$ cat src/rtl/cfb_pkg.sv
// shared types, constants and codes for the command frame builder
`default_nettype none
package cfb_pkg;

  localparam int FRAME_BYTES    = 512;
  localparam int FRAME_OVERHEAD = 13;
  localparam int MAX_PAYLOAD    = FRAME_BYTES - FRAME_OVERHEAD;

  localparam int LEN_W   = 16;
  localparam int PLEN_W  = 9;
  localparam int CMD_W   = 32;
  localparam int BYTE_W  = 8;
  localparam int CRC_W   = 16;

  localparam logic [CRC_W-1:0] CRC_POLY = 16'h1021;
  localparam logic [CRC_W-1:0] CRC_INIT = 16'hFFFF;

  // both queues
  localparam int QDEPTH = 4;
  localparam int QPTR_W = 2;
  localparam int QCNT_W = 3;

  // configuration port
  localparam int CFG_IDX_W  = 4;
  localparam int CFG_DATA_W = 16;
  localparam logic [CFG_IDX_W-1:0] REG_HEAD_HIGH  = 4'd0;
  localparam logic [CFG_IDX_W-1:0] REG_HEAD_LOW   = 4'd1;
  localparam logic [CFG_IDX_W-1:0] REG_HW_ADDRESS = 4'd2;
  localparam logic [CFG_IDX_W-1:0] REG_DEV_KIND   = 4'd3;

  localparam logic OP_START   = 1'b0;
  localparam logic OP_PAYLOAD = 1'b1;

  typedef struct packed {
    logic              opcode;
    logic [CMD_W-1:0]  command;
    logic [PLEN_W-1:0] payload_len;
    logic [BYTE_W-1:0] data;
  } in_item_t;

  typedef struct packed {
    logic [BYTE_W-1:0] tx_byte;
    logic              frame_end;
    logic              unexpected;
    logic              last;
  } out_item_t;

  typedef struct packed {
    logic [BYTE_W-1:0] head_high;
    logic [BYTE_W-1:0] head_low;
    logic [BYTE_W-1:0] hw_address;
    logic [CRC_W-1:0]  dev_kind;
  } cfg_t;

  typedef enum logic [1:0] {
    KIND_START   = 2'b00,
    KIND_PAYLOAD = 2'b01,
    KIND_UNEXP   = 2'b10
  } cmd_kind_t;

  // classified request handed from front to back
  typedef struct packed {
    cmd_kind_t         kind;
    logic              crc_after;
    logic [CMD_W-1:0]  command;
    logic [PLEN_W-1:0] plen;
    logic [BYTE_W-1:0] data;
  } cmd_t;

endpackage
`default_nettype wire

$ cat src/rtl/cfb_front.sv
// front end: tracks the open frame and classifies each incoming request
`default_nettype none
module cfb_front (
  input  wire logic             clk,
  input  wire logic             rst_n,
  input  wire logic             accept,
  input  wire cfb_pkg::in_item_t item,
  output cfb_pkg::cmd_t          cmd
);

  logic                       open_r, open_nxt;
  logic [cfb_pkg::PLEN_W-1:0] left_r, left_nxt;
  logic [cfb_pkg::PLEN_W-1:0] plen_c;
  logic [cfb_pkg::PLEN_W-1:0] left_dec;

  // clamp so the whole frame stays within FRAME_BYTES
  always_comb begin
    if (cfb_pkg::LEN_W'(item.payload_len) > cfb_pkg::LEN_W'(cfb_pkg::MAX_PAYLOAD)) begin
      plen_c = cfb_pkg::PLEN_W'(cfb_pkg::MAX_PAYLOAD);
    end else begin
      plen_c = item.payload_len;
    end
  end

  assign left_dec = left_r - cfb_pkg::PLEN_W'(1);

  always_comb begin
    open_nxt      = open_r;
    left_nxt      = left_r;
    cmd.command   = item.command;
    cmd.plen      = plen_c;
    cmd.data      = item.data;
    cmd.kind      = cfb_pkg::KIND_UNEXP;
    cmd.crc_after = 1'b0;
    if (item.opcode == cfb_pkg::OP_START) begin
      cmd.kind      = cfb_pkg::KIND_START;
      cmd.crc_after = (plen_c == '0);
      open_nxt      = (plen_c != '0);
      left_nxt      = plen_c;
    end else if (open_r) begin
      cmd.kind      = cfb_pkg::KIND_PAYLOAD;
      cmd.crc_after = (left_dec == '0);
      open_nxt      = (left_dec != '0);
      left_nxt      = left_dec;
    end
  end

  always_ff @(posedge clk) begin
    if (!rst_n) begin
      open_r <= 1'b0;
      left_r <= '0;
    end else if (accept) begin
      open_r <= open_nxt;
      left_r <= left_nxt;
    end
  end

endmodule
`default_nettype wire

$ cat src/rtl/cfb_cmdq.sv
// short queue of classified requests between front and back
`default_nettype none
module cfb_cmdq (
  input  wire logic          clk,
  input  wire logic          rst_n,
  input  wire logic          wr,
  input  wire cfb_pkg::cmd_t wdata,
  input  wire logic          rd,
  output cfb_pkg::cmd_t      rdata,
  output logic               full,
  output logic               empty
);

  cfb_pkg::cmd_t              mem [cfb_pkg::QDEPTH];
  logic [cfb_pkg::QPTR_W-1:0] wp_r, rp_r;
  logic [cfb_pkg::QCNT_W-1:0] cnt_r, cnt_nxt;
  logic                       do_wr, do_rd;

  assign full  = (cnt_r == cfb_pkg::QCNT_W'(cfb_pkg::QDEPTH));
  assign empty = (cnt_r == '0);
  assign do_wr = wr && !full;
  assign do_rd = rd && !empty;
  assign rdata = mem[rp_r];

  always_comb begin
    cnt_nxt = cnt_r;
    if (do_wr && !do_rd) begin
      cnt_nxt = cnt_r + cfb_pkg::QCNT_W'(1);
    end else if (do_rd && !do_wr) begin
      cnt_nxt = cnt_r - cfb_pkg::QCNT_W'(1);
    end
  end

  always_ff @(posedge clk) begin
    if (do_wr) begin
      mem[wp_r] <= wdata;
    end
  end

  always_ff @(posedge clk) begin
    if (!rst_n) begin
      wp_r  <= '0;
      rp_r  <= '0;
      cnt_r <= '0;
    end else begin
      if (do_wr) wp_r <= wp_r + cfb_pkg::QPTR_W'(1);
      if (do_rd) rp_r <= rp_r + cfb_pkg::QPTR_W'(1);
      cnt_r <= cnt_nxt;
    end
  end

endmodule
`default_nettype wire

$ cat src/rtl/cfb_outq.sv
// result queue that parts the byte sequencer from the consumer
`default_nettype none
module cfb_outq (
  input  wire logic              clk,
  input  wire logic              rst_n,
  input  wire logic              wr,
  input  wire cfb_pkg::out_item_t wdata,
  input  wire logic              rd,
  output cfb_pkg::out_item_t     rdata,
  output logic                   full,
  output logic                   empty
);

  cfb_pkg::out_item_t         mem [cfb_pkg::QDEPTH];
  logic [cfb_pkg::QPTR_W-1:0] wp_r, rp_r;
  logic [cfb_pkg::QCNT_W-1:0] cnt_r, cnt_nxt;
  logic                       do_wr, do_rd;

  assign full  = (cnt_r == cfb_pkg::QCNT_W'(cfb_pkg::QDEPTH));
  assign empty = (cnt_r == '0);
  assign do_wr = wr && !full;
  assign do_rd = rd && !empty;
  assign rdata = mem[rp_r];

  always_comb begin
    cnt_nxt = cnt_r;
    if (do_wr && !do_rd) begin
      cnt_nxt = cnt_r + cfb_pkg::QCNT_W'(1);
    end else if (do_rd && !do_wr) begin
      cnt_nxt = cnt_r - cfb_pkg::QCNT_W'(1);
    end
  end

  always_ff @(posedge clk) begin
    if (do_wr) begin
      mem[wp_r] <= wdata;
    end
  end

  always_ff @(posedge clk) begin
    if (!rst_n) begin
      wp_r  <= '0;
      rp_r  <= '0;
      cnt_r <= '0;
    end else begin
      if (do_wr) wp_r <= wp_r + cfb_pkg::QPTR_W'(1);
      if (do_rd) rp_r <= rp_r + cfb_pkg::QPTR_W'(1);
      cnt_r <= cnt_nxt;
    end
  end

endmodule
`default_nettype wire

$ cat src/rtl/cfb_back.sv
// back end: walks each request byte by byte and keeps the running crc
`default_nettype none
module cfb_back (
  input  wire logic          clk,
  input  wire logic          rst_n,
  input  wire cfb_pkg::cfg_t cfg,
  input  wire cfb_pkg::cmd_t cmd,
  input  wire logic          cmd_empty,
  output logic               cmd_pop,
  input  wire logic          oq_full,
  output logic               oq_push,
  output cfb_pkg::out_item_t oq_item
);

  localparam int STEP_W = 4;
  localparam logic [STEP_W-1:0] OFF_HEAD_HIGH = 4'd0;
  localparam logic [STEP_W-1:0] OFF_HEAD_LOW  = 4'd1;
  localparam logic [STEP_W-1:0] OFF_LEN_HI    = 4'd2;
  localparam logic [STEP_W-1:0] OFF_LEN_LO    = 4'd3;
  localparam logic [STEP_W-1:0] OFF_HW_ADDR   = 4'd4;
  localparam logic [STEP_W-1:0] OFF_BOARD_HI  = 4'd5;
  localparam logic [STEP_W-1:0] OFF_BOARD_LO  = 4'd6;
  localparam logic [STEP_W-1:0] OFF_CMD_3     = 4'd7;
  localparam logic [STEP_W-1:0] OFF_CMD_2     = 4'd8;
  localparam logic [STEP_W-1:0] OFF_CMD_1     = 4'd9;
  localparam logic [STEP_W-1:0] OFF_CMD_0     = 4'd10;
  localparam logic [STEP_W-1:0] OFF_CRC_HI    = 4'd11;
  localparam logic [STEP_W-1:0] OFF_CRC_LO    = 4'd12;
  localparam logic [STEP_W-1:0] PL_CRC_HI     = 4'd1;
  localparam logic [STEP_W-1:0] PL_CRC_LO     = 4'd2;

  function automatic logic [cfb_pkg::CRC_W-1:0] crc_fold(
    input logic [cfb_pkg::CRC_W-1:0]  crc_in,
    input logic [cfb_pkg::BYTE_W-1:0] b
  );
    logic [cfb_pkg::CRC_W-1:0] c;
    c = crc_in ^ {b, 8'h00};
    for (int i = 0; i < 8; i++) begin
      c = c[15] ? ({c[14:0], 1'b0} ^ cfb_pkg::CRC_POLY) : {c[14:0], 1'b0};
    end
    return c;
  endfunction

  logic [STEP_W-1:0]          step_r, step_nxt;
  logic [cfb_pkg::CRC_W-1:0]  crc_r, crc_nxt, crc_base;
  logic [cfb_pkg::LEN_W-1:0]  total;
  logic [cfb_pkg::BYTE_W-1:0] hdr_byte, tx;
  logic                       emit, is_last, is_crc_hi, is_crc_lo;

  assign emit  = !cmd_empty && !oq_full;
  assign total = cfb_pkg::LEN_W'(cmd.plen) + cfb_pkg::LEN_W'(cfb_pkg::FRAME_OVERHEAD);

  always_comb begin
    unique case (step_r)
      OFF_HEAD_HIGH: hdr_byte = cfg.head_high;
      OFF_HEAD_LOW:  hdr_byte = cfg.head_low;
      OFF_LEN_HI:    hdr_byte = total[15:8];
      OFF_LEN_LO:    hdr_byte = total[7:0];
      OFF_HW_ADDR:   hdr_byte = cfg.hw_address;
      OFF_BOARD_HI:  hdr_byte = cfg.dev_kind[15:8];
      OFF_BOARD_LO:  hdr_byte = cfg.dev_kind[7:0];
      OFF_CMD_3:     hdr_byte = cmd.command[31:24];
      OFF_CMD_2:     hdr_byte = cmd.command[23:16];
      OFF_CMD_1:     hdr_byte = cmd.command[15:8];
      OFF_CMD_0:     hdr_byte = cmd.command[7:0];
      default:       hdr_byte = '0;
    endcase
  end

  always_comb begin
    is_crc_hi = 1'b0;
    is_crc_lo = 1'b0;
    is_last   = 1'b1;
    tx        = '0;
    unique case (cmd.kind)
      cfb_pkg::KIND_START: begin
        is_crc_hi = (step_r == OFF_CRC_HI);
        is_crc_lo = (step_r == OFF_CRC_LO);
        is_last   = cmd.crc_after ? (step_r == OFF_CRC_LO) : (step_r == OFF_CMD_0);
        tx        = hdr_byte;
      end
      cfb_pkg::KIND_PAYLOAD: begin
        is_crc_hi = (step_r == PL_CRC_HI);
        is_crc_lo = (step_r == PL_CRC_LO);
        is_last   = cmd.crc_after ? (step_r == PL_CRC_LO) : 1'b1;
        tx        = cmd.data;
      end
      default: begin
        is_last = 1'b1;
        tx      = '0;
      end
    endcase
    if (is_crc_hi) tx = crc_r[15:8];
    if (is_crc_lo) tx = crc_r[7:0];
  end

  // a start always folds from a fresh crc, abandoning any open frame
  assign crc_base = (cmd.kind == cfb_pkg::KIND_START && step_r == OFF_HEAD_HIGH) ?
                    cfb_pkg::CRC_INIT : crc_r;

  always_comb begin
    crc_nxt = crc_r;
    if (is_crc_lo) begin
      crc_nxt = cfb_pkg::CRC_INIT;
    end else if (!is_crc_hi && cmd.kind != cfb_pkg::KIND_UNEXP) begin
      crc_nxt = crc_fold(crc_base, tx);
    end
    step_nxt = is_last ? '0 : step_r + STEP_W'(1);
  end

  assign cmd_pop            = emit && is_last;
  assign oq_push            = emit;
  assign oq_item.tx_byte    = tx;
  assign oq_item.frame_end  = is_crc_lo;
  assign oq_item.unexpected = (cmd.kind == cfb_pkg::KIND_UNEXP);
  assign oq_item.last       = is_last;

  always_ff @(posedge clk) begin
    if (!rst_n) begin
      step_r <= '0;
      crc_r  <= cfb_pkg::CRC_INIT;
    end else if (emit) begin
      step_r <= step_nxt;
      crc_r  <= crc_nxt;
    end
  end

  a_end_is_last: assert property (@(posedge clk) disable iff (!rst_n)
    oq_push && oq_item.frame_end |-> oq_item.last)
    else $error("frame end not on the last byte of its request");

  a_crc_reinit: assert property (@(posedge clk) disable iff (!rst_n)
    oq_push && oq_item.frame_end |=> crc_r == cfb_pkg::CRC_INIT)
    else $error("crc not reinitialised after frame end");

  a_step_range: assert property (@(posedge clk) disable iff (!rst_n)
    step_r <= OFF_CRC_LO)
    else $error("byte step out of range");

  a_step_hold: assert property (@(posedge clk) disable iff (!rst_n)
    !cmd_empty && oq_full |=> $stable(step_r))
    else $error("byte step moved while result queue full");

endmodule
`default_nettype wire

$ cat src/rtl/crc16_command_frame_builder_core.sv
// top level: config registers, front end, request queue, byte sequencer, result queue
//
//  channel  ports                          handshake
//  input    push, full, in_item            taken when push && !full
//  result   empty, pop, out_item           taken when pop && !empty
//  config   cfg_we, cfg_idx, cfg_wdata     written when cfg_we
//
// a request enters each cycle while the 4-deep request queue has room
// the sequencer sends one byte a cycle when not stalled by the queues: payload 1 byte,
// 3 when it closes the frame, start 11 bytes, 13 with an empty payload
// throughput is set by the single byte-per-cycle sequencer and crc fold
// rst_n is synchronous and resets queues, frame state, crc and config registers
// either side may stall on its own; both 4-deep queues absorb the difference
`default_nettype none
module crc16_command_frame_builder_core (
  input  wire logic                               clk,
  input  wire logic                               rst_n,
  input  wire logic                               push,
  output logic                                    full,
  input  wire cfb_pkg::in_item_t                  in_item,
  output logic                                    empty,
  input  wire logic                               pop,
  output cfb_pkg::out_item_t                      out_item,
  input  wire logic                               cfg_we,
  input  wire logic [cfb_pkg::CFG_IDX_W-1:0]      cfg_idx,
  input  wire logic [cfb_pkg::CFG_DATA_W-1:0]     cfg_wdata
);

  cfb_pkg::cfg_t      cfg_r;
  cfb_pkg::cmd_t      front_cmd, back_cmd;
  cfb_pkg::out_item_t oq_item;
  logic               accept, cmd_empty, cmd_pop, oq_full, oq_push;

  always_ff @(posedge clk) begin
    if (!rst_n) begin
      cfg_r <= '0;
    end else if (cfg_we) begin
      case (cfg_idx)
        cfb_pkg::REG_HEAD_HIGH:  cfg_r.head_high  <= cfg_wdata[7:0];
        cfb_pkg::REG_HEAD_LOW:   cfg_r.head_low   <= cfg_wdata[7:0];
        cfb_pkg::REG_HW_ADDRESS: cfg_r.hw_address <= cfg_wdata[7:0];
        cfb_pkg::REG_DEV_KIND:   cfg_r.dev_kind   <= cfg_wdata[15:0];
        default: ;
      endcase
    end
  end

  assign accept = push && !full;

  cfb_front u_front (
    .clk    (clk),
    .rst_n  (rst_n),
    .accept (accept),
    .item   (in_item),
    .cmd    (front_cmd)
  );

  cfb_cmdq u_cmdq (
    .clk   (clk),
    .rst_n (rst_n),
    .wr    (accept),
    .wdata (front_cmd),
    .rd    (cmd_pop),
    .rdata (back_cmd),
    .full  (full),
    .empty (cmd_empty)
  );

  cfb_back u_back (
    .clk       (clk),
    .rst_n     (rst_n),
    .cfg       (cfg_r),
    .cmd       (back_cmd),
    .cmd_empty (cmd_empty),
    .cmd_pop   (cmd_pop),
    .oq_full   (oq_full),
    .oq_push   (oq_push),
    .oq_item   (oq_item)
  );

  cfb_outq u_outq (
    .clk   (clk),
    .rst_n (rst_n),
    .wr    (oq_push),
    .wdata (oq_item),
    .rd    (pop),
    .rdata (out_item),
    .full  (oq_full),
    .empty (empty)
  );

endmodule
`default_nettype wire
$ cat config.mk
export PLATFORM = sky130hd
export DESIGN_NAME = crc16_command_frame_builder_core
export DESIGN_NICKNAME = d
export VERILOG_FILES = /design/src/rtl/cfb_pkg.sv /design/src/rtl/cfb_front.sv /design/src/rtl/cfb_cmdq.sv /design/src/rtl/cfb_outq.sv /design/src/rtl/cfb_back.sv /design/src/rtl/crc16_command_frame_builder_core.sv
export SDC_FILE = /design/constraint.sdc
export NUM_CORES = 1
export LEC_CHECK = 0
export ABC_AREA = 1
export BUFFER_PORTS_ARGS = -buffer_cell sky130_fd_sc_hd__buf_4
export CORE_MARGIN = 8
export CORE_UTILIZATION = 40
export CTS_BUF_LIST = sky130_fd_sc_hd__clkbuf_16
export CTS_CLUSTER_DIAMETER = 40
export CTS_CLUSTER_SIZE = 24
export DETAILED_ROUTE_END_ITERATION = 6
export PLACE_DENSITY = 0.57
export SLEW_MARGIN = 20
export SYNTH_ARGS = -nofsm -noshare
export SYNTH_HDL_FRONTEND = slang
export SYNTH_SLANG_ARGS = --single-unit
$ cat constraint.sdc
create_clock -name clk -period 5.3 [get_ports clk]
set_clock_uncertainty 0.15 [all_clocks]
set_input_delay 0.265 -clock clk [delete_from_list [all_inputs] [get_ports clk]]
set_output_delay 0.265 -clock clk [all_outputs]
set_load 0.03 [all_outputs]
==> run metrics <==
insertion delay to the later sink of the worst-skew pair 580 ps; count of final setup violators 0; post-layout instance count excluding filler cells 2310; Data required, critical path 5610 ps; time the final worst path needs with I/O delays and setup ~3700 ps; area of the placeable core 37700 sq um; ratio of cells with drive above 1 in the final layout 13.7%; final total negative setup slack 0 ps; clk root buf sky130_fd_sc_hd__clkbuf_16; number of warnings issued by yosys 0; clock transition at the registers of the reported paths 50 ps; element type at the critical path start flip-flop; proportion of synthesized flip-flops having asynchronous set or reset 0%; critical hold path startpoint push; ratio of final minimum period to clock period 69.8%; Routed WL per cell 16.5 um; die extent in y 212 um; number of maximum-capacitance violations 0; final wirelength 38200 um; Power Dens Cells ~530 nW/um^2; most frequently used flop master after synthesis sky130_fd_sc_hd__edfxtp_1; leading cell types in the layout, fill and taps excluded sky130_fd_sc_hd__nand2_1 (314), sky130_fd_sc_hd__edfxtp_1 (252), sky130_fd_sc_hd__nor2_1 (192); number of enable-type register cells in the synthesized netlist 252; cell count of the worst reg-to-reg path 23; post-CTS resize count 0; unrepaired setup endpoints after global routing no; Ports 88; total number of H-tree levels 2; Critical Path End Type flip-flop; width of the chip 212 um; worst reg2reg path endpoint u_back.crc_r[15]; number of antenna violations at the first check in global routing 1; Cells after DPL 2147; TritonCTS buffer count 52; Worst Max-Slew Pin Slew about 1200 ps; number of setup buffers added after CTS 0; post-layout utilization of the core 49.6%; WHS Endpoint u_cmdq.wp_r[0]; worst relative slew slack 21.1%; Cell Area, Synth 15300 sq um; critical path data arrival time 4010 ps; final max-slew violation count 0; TritonCTS clock tree done; gpl congestion 0.803; total via count in the routed design 11500; synthesis-to-layout area growth 22.1%; final routed DRC violation total 0; number of port buffers 87; class of the tightest hold or removal check in2reg; Max clock buf depth 3; total count of hold-check failures in the final report 0; wire length of the first global-routing pass 61100 um; worst hold slack after final layout about 16 ps; sequential area share after synthesis 60.9%; number of rows in the core area 71; Max Fanout on Critical Path 66; Min-Delay Path Depth 4; pin count of the biggest net entering global routing 71; status finished clean; distinct cell type count of the synthesized netlist 46; most common library cell in the layout ignoring fill and taps sky130_fd_sc_hd__nand2_1; IR drop worst, VDD 0.283 mV; die footprint 44800 sq um; path type of the worst setup path reg2reg; count of mapped cells out of synthesis approximately 1600; number of DRC markers in iteration 0 696; Final Net Count around 1800; leakage power approximately 7.5 nW; Final Power 0.00982 W; sinks on the clock net 340; fmax 270 MHz; effective utilization at floorplan 40.7%; mean cell area of the mapped netlist ~9.5 sq um; r2r setup slk 1600 ps; net count of the mapped netlist around 1700; grt ovf 0; number of global-route vias before repair 11300; Pre-Repair DR Iteration Count 7; DP HPWL 23800 um; post-route antenna net violation count 0; flip-flop and latch count after synthesis 340; GR Util All Layers 17.2%; vias per cell 4.97
where the power goes:
part,internal [W],switching [W]
logic,0.000917,0.00204
registers,0.00333,0.000186
clock network,0.00205,0.00130
registers in the layout, indices dropped and copies added (netlist names), named ones only:
| signal | count |
|---|---|
| u_cmdq.wp_r | 2 |
| u_outq.wp_r | 2 |
| u_cmdq.cnt_r | 3 |
| u_front.left_r | 9 |
| u_outq.cnt_r | 3 |
| u_back.step_r | 4 |
| u_outq.rp_r | 2 |
| u_front.open_r | 1 |
| u_cmdq.rp_r | 2 |
| u_cmdq.mem | 208 |
| cfg_r | 40 |
| u_back.crc_r | 16 |
| u_outq.mem | 44 |
final cells by class:
type,count,area (sq um)
Fill cell,3526,19000
Sequential cell,340,9330
Multi-Input combinational cell,1024,4940
Timing Repair Buffer,162,1390
Clock buffer,53,1330
Inverter,175,659
Tap cell,511,639
Clock inverter,44,409
Antenna cell,1,2.50
Yosys cell counts (7+ instances only):
library cell               instances  area share [%]
sky130_fd_sc_hd__buf_4             8            0.39
sky130_fd_sc_hd__nor3_1            7            0.23
sky130_fd_sc_hd__nand3_1          91             3.0
sky130_fd_sc_hd__nor2_1          197             4.8
sky130_fd_sc_hd__inv_2             9            0.22
sky130_fd_sc_hd__nand2_2          28             1.1
sky130_fd_sc_hd__o21ai_0         138             4.5
sky130_fd_sc_hd__buf_6            10            0.74
sky130_fd_sc_hd__o22ai_1          30             1.2
sky130_fd_sc_hd__edfxtp_1        252              49
sky130_fd_sc_hd__inv_1           164             4.0
sky130_fd_sc_hd__a21oi_1         101             3.3
sky130_fd_sc_hd__nand2_1         314             7.7
sky130_fd_sc_hd__nand4_1          10            0.41
sky130_fd_sc_hd__o21ai_1          38             1.2
sky130_fd_sc_hd__dfxtp_1          88              12
sky130_fd_sc_hd__clkbuf_1         32            0.78
sky130_fd_sc_hd__buf_2            19            0.62
sky130_fd_sc_hd__ha_1             17             1.4
critical path, cell delays in order, from the launching register on:
cell	delay (ps)
sky130_fd_sc_hd__dfxtp_4	460
sky130_fd_sc_hd__inv_4	550
sky130_fd_sc_hd__buf_4	510
sky130_fd_sc_hd__nand2_1	130
sky130_fd_sc_hd__nand2_1	90
sky130_fd_sc_hd__nand2_1	50
sky130_fd_sc_hd__nand2_1	150
sky130_fd_sc_hd__nand2_1	110
sky130_fd_sc_hd__nor2_2	130
sky130_fd_sc_hd__nand2_1	70
sky130_fd_sc_hd__nand2_1	50
sky130_fd_sc_hd__nand2_1	50
sky130_fd_sc_hd__nand2_1	70
sky130_fd_sc_hd__nand2_1	50
sky130_fd_sc_hd__nand2_1	140
sky130_fd_sc_hd__nand2_2	90
sky130_fd_sc_hd__nand2_2	120
sky130_fd_sc_hd__nand2_1	80
sky130_fd_sc_hd__nand2_1	130
sky130_fd_sc_hd__nand2_2	90
sky130_fd_sc_hd__nand3b_1	90
sky130_fd_sc_hd__nand3_1	80
sky130_fd_sc_hd__nand2_1	70
sky130_fd_sc_hd__nand2_1	50
routing by layer:
metal | global-route usage, % | up-vias | part of all wire (%)
met5 | 0 | - | 0
met4 | 6.37 | 0 | 2.7
met3 | 3.53 | 66 | 5.7
met2 | 27.6 | 301 | 45
met1 | 22.8 | 5375 | 46
li1 | - | 5745 | -
metrics by stage:
| step | cell area [sq um] | setup WS [ps] |
|---|---|---|
| CTS | 18700 | 1560 |
| floorplan | 15300 | 1530 |
| global route | 18700 | 1140 |
| global placement | 16300 | 1640 |
| finish | 18700 | 1600 |
| detailed placement | 16300 | 1570 |
logic make-up after synthesis:
logic type	share of synthesized area [%]
AND/OR/NAND/NOR	18.3
AO/OA/AOI/OAI	11.6
XOR/XNOR	0.400
buffers and inverters	7.07
flip-flops	60.9
adder cells (fa/ha/maj)	1.65
worst max path at each step:
stage / to / start / slack [ps] / depth (start not counted)
finish: u_back.crc_r[15] / flip-flop / 1600 / 23
global route: u_back.crc_r[8] / flip-flop / 1140 / 23
CTS: u_back.crc_r[8] / flip-flop / 1560 / 23
detailed placement: u_back.crc_r[8] / flip-flop / 1570 / 23
global placement: u_back.crc_r[8] / flip-flop / 1640 / 23
floorplan: u_cmdq.mem[0][0] / u_cmdq.cnt_r[0] / 1530 / 4
timing repair:
action                     in CTS  in global routing
hold buffers                   64                  0
setup endpoints to repair       0                  0
hold endpoints to repair      236                  0
Power figures use the tool's default switching activity.
